**src/rtl/core/seeded_region_fill_boundary_macros.svh**
```systemverilog
// assertion helpers for the region fill block
`ifndef SEEDED_REGION_FILL_BOUNDARY_MACROS_SVH
`define SEEDED_REGION_FILL_BOUNDARY_MACROS_SVH

// same-cycle implication, checked outside reset
`define SRFB_ASSERT_NOW(lbl, clk, rst_n, ante, cons) \
    lbl: assert property (@(posedge clk) disable iff (!rst_n) (ante) |-> (cons)) \
        else $error("region fill check failed");

// next-cycle implication, checked outside reset
`define SRFB_ASSERT_NEXT(lbl, clk, rst_n, ante, cons) \
    lbl: assert property (@(posedge clk) disable iff (!rst_n) (ante) |=> (cons)) \
        else $error("region fill check failed");

`endif

```
**src/rtl/core/srfb_pkg.sv**
```systemverilog
`default_nettype none
package srfb_pkg;

    localparam int DEF_MAX_ROWS   = 64;
    localparam int DEF_MAX_COLS   = 64;
    localparam int DEF_PIXEL_BITS = 8;

    localparam int DIM_RESET = 64;

    typedef enum logic [1:0] {
        ACT_WRITE = 2'd0,
        ACT_FILL  = 2'd1,
        ACT_READ  = 2'd2
    } t_action;

    typedef enum logic [1:0] {
        CFG_CONN = 2'd0,
        CFG_ROWS = 2'd1,
        CFG_COLS = 2'd2
    } t_cfg_idx;

    typedef enum logic [3:0] {
        S_IDLE,
        S_CLR,
        S_SEED_RD,
        S_SEED_WT,
        S_POP,
        S_POP_WT,
        S_NB,
        S_NB_WT,
        S_FILL_OUT,
        S_RD_CTR,
        S_RD_CTR_WT,
        S_RD_NB,
        S_RD_NB_WT,
        S_RD_OUT
    } t_state;

    // neighbour row offsets, first four are the 4-neighbourhood
    function automatic logic signed [1:0] nb_dr(input logic [2:0] k);
        logic signed [1:0] d;
        case (k)
            3'd0: d = 2'sd1;
            3'd1: d = -2'sd1;
            3'd2: d = 2'sd0;
            3'd3: d = 2'sd0;
            3'd4: d = -2'sd1;
            3'd5: d = 2'sd1;
            3'd6: d = 2'sd1;
            default: d = -2'sd1;
        endcase
        return d;
    endfunction

    function automatic logic signed [1:0] nb_dc(input logic [2:0] k);
        logic signed [1:0] d;
        case (k)
            3'd0: d = 2'sd0;
            3'd1: d = 2'sd0;
            3'd2: d = 2'sd1;
            3'd3: d = -2'sd1;
            3'd4: d = 2'sd1;
            3'd5: d = 2'sd1;
            3'd6: d = -2'sd1;
            default: d = -2'sd1;
        endcase
        return d;
    endfunction

    function automatic int clamp_dim(input int v, input int maxv);
        int r;
        if (v == 0) begin
            r = 1;
        end else if (v > maxv) begin
            r = maxv;
        end else begin
            r = v;
        end
        return r;
    endfunction

endpackage
`default_nettype wire

```
**src/rtl/core/srfb_nbr.sv**
```systemverilog
`default_nettype none
module srfb_nbr
    import srfb_pkg::*;
#(
    parameter int RW = 6,
    parameter int CW = 6
) (
    input  wire logic [RW-1:0] i_r,
    input  wire logic [CW-1:0] i_c,
    input  wire logic [2:0]    i_k,
    input  wire logic [RW:0]   i_lim_r,
    input  wire logic [CW:0]   i_lim_c,
    output logic      [RW-1:0] o_r,
    output logic      [CW-1:0] o_c,
    output logic               o_ok
);

    logic signed [RW+1:0] s_r;
    logic signed [CW+1:0] s_c;

    // offset add plus bounds compare, shared by fill and read
    always_comb begin
        s_r  = $signed({2'b00, i_r}) + (RW+2)'(nb_dr(i_k));
        s_c  = $signed({2'b00, i_c}) + (CW+2)'(nb_dc(i_k));
        o_ok = !s_r[RW+1] && !s_c[CW+1] && (s_r[RW:0] < i_lim_r) && (s_c[CW:0] < i_lim_c);
        o_r  = s_r[RW-1:0];
        o_c  = s_c[CW-1:0];
    end

endmodule
`default_nettype wire

```
**config.mk**
```make
export PLATFORM = sky130hd
export DESIGN_NAME = srfb_nbr
export DESIGN_NICKNAME = d
export VERILOG_FILES = /design/src/rtl/core/seeded_region_fill_boundary_macros.svh /design/src/rtl/core/srfb_pkg.sv /design/src/rtl/core/srfb_nbr.sv
export SDC_FILE = /design/constraint.sdc
export NUM_CORES = 1
export LEC_CHECK = 0
export ABC_CLOCK_PERIOD_IN_PS = 3500
export CAP_MARGIN = 10
export CORE_ASPECT_RATIO = 1.4
export CORE_MARGIN = 5
export CORE_UTILIZATION = 39
export DETAILED_ROUTE_END_ITERATION = 8
export DONT_BUFFER_PORTS = 1
export PLACE_DENSITY = 0.59
export SYNTH_ARGS = -nofsm -noshare
export SYNTH_HDL_FRONTEND = slang
export SYNTH_SLANG_ARGS = --single-unit
```
**constraint.sdc**
```tcl
create_clock -name vclk -period 3.5
set_input_delay 0.35 -clock vclk [all_inputs]
set_output_delay 0.35 -clock vclk [all_outputs]
set_load 0.01 [all_outputs]
```
==> results.cfg <==
[status]
status = finished, final reports clean

[route]
viasPerCell = 5.628
drtIter0Drc = 3
num_vias = 833
drt-total-wl_um = 2067
drc_errors = 0
antenna_left = 0
wl_per_cell_um = 13.97
firstDrtPassIters = 4

[yosys]
yosys-mux-area-fraction_pct = 0
synthCells = 114
syn_area_um2 = 919.6
ys.warnings.count = 0
yosys.area_share.adder_pct = 42.45
synth_xor_area_share_pct = 10.48
synth_fp_nets = 173
yosys.area_share.simple_pct = 12.24
synth_cell_types = 29
synth_top_family_by_area = adder cells
yosysSeqAreaShare_pct = 0
post_synth.cell_area_avg_um2 = 8.067
synth_compound_area_share_pct = 26.67

[floorplan]
die_width_um = 51.04
coreArea_mm2 = 0.002227
start_util_pct = 41.29
die-height_um = 67.46
ioPinCount = 42
die-area_mm2 = 0.003443
row_count = 20

[worst_setup_path]
path_class = input pin to output pin
crit_family = adder cells
cp_num_buf_inv = 2
path_cells = or2b_4, ha_4, fa_2, a21o_1, a21oi_2, buf_4, xnor2_1, ha_1, a211oi_1, nor2_1, nor3_2, o311ai_2, nor4_2, buf_4
crit_start = i_k[1]
arrival_ps = 3050
crit_fanout = 5
cp_slowest_cell = fa_2
cp_slowest_stage_delay_ps = 380
crit_required_ps = 3150
start_kind = input pin
critPathMostFrequentCell = buf_4
end_kind = output pin

[clock_network]
hold_buffers = 0

[timing]
finalMaxSlewViolations = 0
period_share_pct = 97.26
min_period_ps = 3404
setup_viol = 0
rsz0062_at_grt = yes
tightest_slew_ps = 410.7
hold_violations = 0
finalWorstSetupSlack_ps = 95.86
maxSlewHeadroom_pct = 72.42
tns_ps = 0
fmax_mhz = 293.8

[layout]
fin_util_pct = 50.06
drive_gt1_share_pct = 22.22
multiInputGateArea_um2 = 922.1
n_antenna_cell = 0
seq_cells = 0
areaGrowthSynthToFinish_pct = 21.22
nNetsFinal = 187
final-seq-area_um2 = 0
n_clock_buffer = 0
fillCellCount = 211

[power_and_ir_drop]
p_leak_nw = 0.5689
power.internal_mw = 0.1383
seqPwrFrac_pct = 0
combPwrFrac_pct = 100.0
peakVddDrop_mv = 0.1521
total_power_mw = 0.2856
p_per_area_mw_per_mm2 = 256.2
switchingPower_mw = 0.1473
clockPowerShare_pct = 0
swShare_pct = 51.56

[global_route]
grt_usage_pct = 11.24
grt_max_degree = 9
first_global_vias = 807
grt_pass1_wl_um = 3256
antenna_found_initial = 0
grt_overflow_total = 0

[placed_design]
dp_hpwl_um = 1856
port_buffers = 0
place.gp.congestion = 0.7911
post-place-ws_ps = 58.77

[hold_path]
holdCritPathClass = input pin to output pin
holdCritStartpoint = i_r[0]

[run]
drv_cap = 0
[timing repair]
item	in CTS	in global routing
endpoints found under the hold margin	0	0
endpoints found under the setup margin	0	1
setup buffers	0	3
gates resized for setup	0	13
[cells by family after synthesis]
kind of cell | Yosys count
AND/OR/NAND/NOR | 21
adder cells (fa/ha/maj) | 30
buffers and inverters | 20
AO/OA/AOI/OAI | 32
XOR/XNOR | 11
[stage by stage]
step | hold slack [ps] | std cells | area [um^2]
after floorplan | 859.3 | 114 | 919.6
after global placement | 871.7 | 145 | 1015
after detailed placement | 870.6 | 145 | 1015
after CTS | 870.6 | 145 | 1015
after global routing | 829.9 | 148 | 1115
final | 827.2 | 148 | 1115
[path summary, 6_finish.rpt]
path / end / slack, ps / cells past startpoint
hold / removal: o_r[0] / 830 / 1
setup / recovery: o_ok / 100 / 14
[per-layer routing]
| layer | vias to the layer above | global-route usage (%) | wire length [um] |
|---|---|---|---|
| met3 | 0 | 2.208 | 173 |
| met2 | 30 | 23.39 | 1108 |
| met4 | 0 | 0.3367 | 0 |
| li1 | 429 | - | - |
| met1 | 374 | 11.86 | 786 |
| met5 | - | 0 | 0 |
[cells in the final DEF, fill, tap and decap left out, drive strengths merged]
master  instances
o311ai          1
o21a            1
a221o           1
nor2            6
nand4           2
buf            12
xor2            2
or2b            1
a21o            5
a21oi           9
o22ai           1
nand2b          2
nor4            1
ha             28
o41ai           1
nor3            3
o21bai          2
o211ai          1
or2             1
o21ai           6
xnor2           9
nand3           3
fa              2
a211oi          4
nand2           2
inv            20
[cell usage after synthesis (2+ instances only)]
cell type	n	area share, %
a211oi_1	3	2.4
a21o_1	5	4.1
a21oi_1	9	4.9
fa_1	2	4.4
ha_1	28	38
inv_1	20	8.2
nand2_1	2	0.82
nand2b_1	2	1.4
nand3_1	3	1.6
nand4_1	2	1.4
nor2_1	6	2.4
nor3_1	3	1.6
o21ai_0	3	1.6
o21bai_1	2	1.6
xnor2_1	9	8.6
xor2_1	2	1.9
[area by class of cell]
cell class / count / area share (%)
tap: 22 / 2.469
timing repair buffer: 12 / 8.081
multi-input combinational: 94 / 82.72
inverter: 20 / 6.734
[power groups by stage]
stage | clock network, mW | registers (mW) | logic (mW)
2_1_floorplan | 0 | 0 | 0.193
3_3_place_gp | 0 | 0 | 0.254
3_5_place_dp | 0 | 0 | 0.261
4_1_cts | 0 | 0 | 0.262
5_1_grt | 0 | 0 | 0.321
6_report | 0 | 0 | 0.286
(Power assumes the default switching activity.)
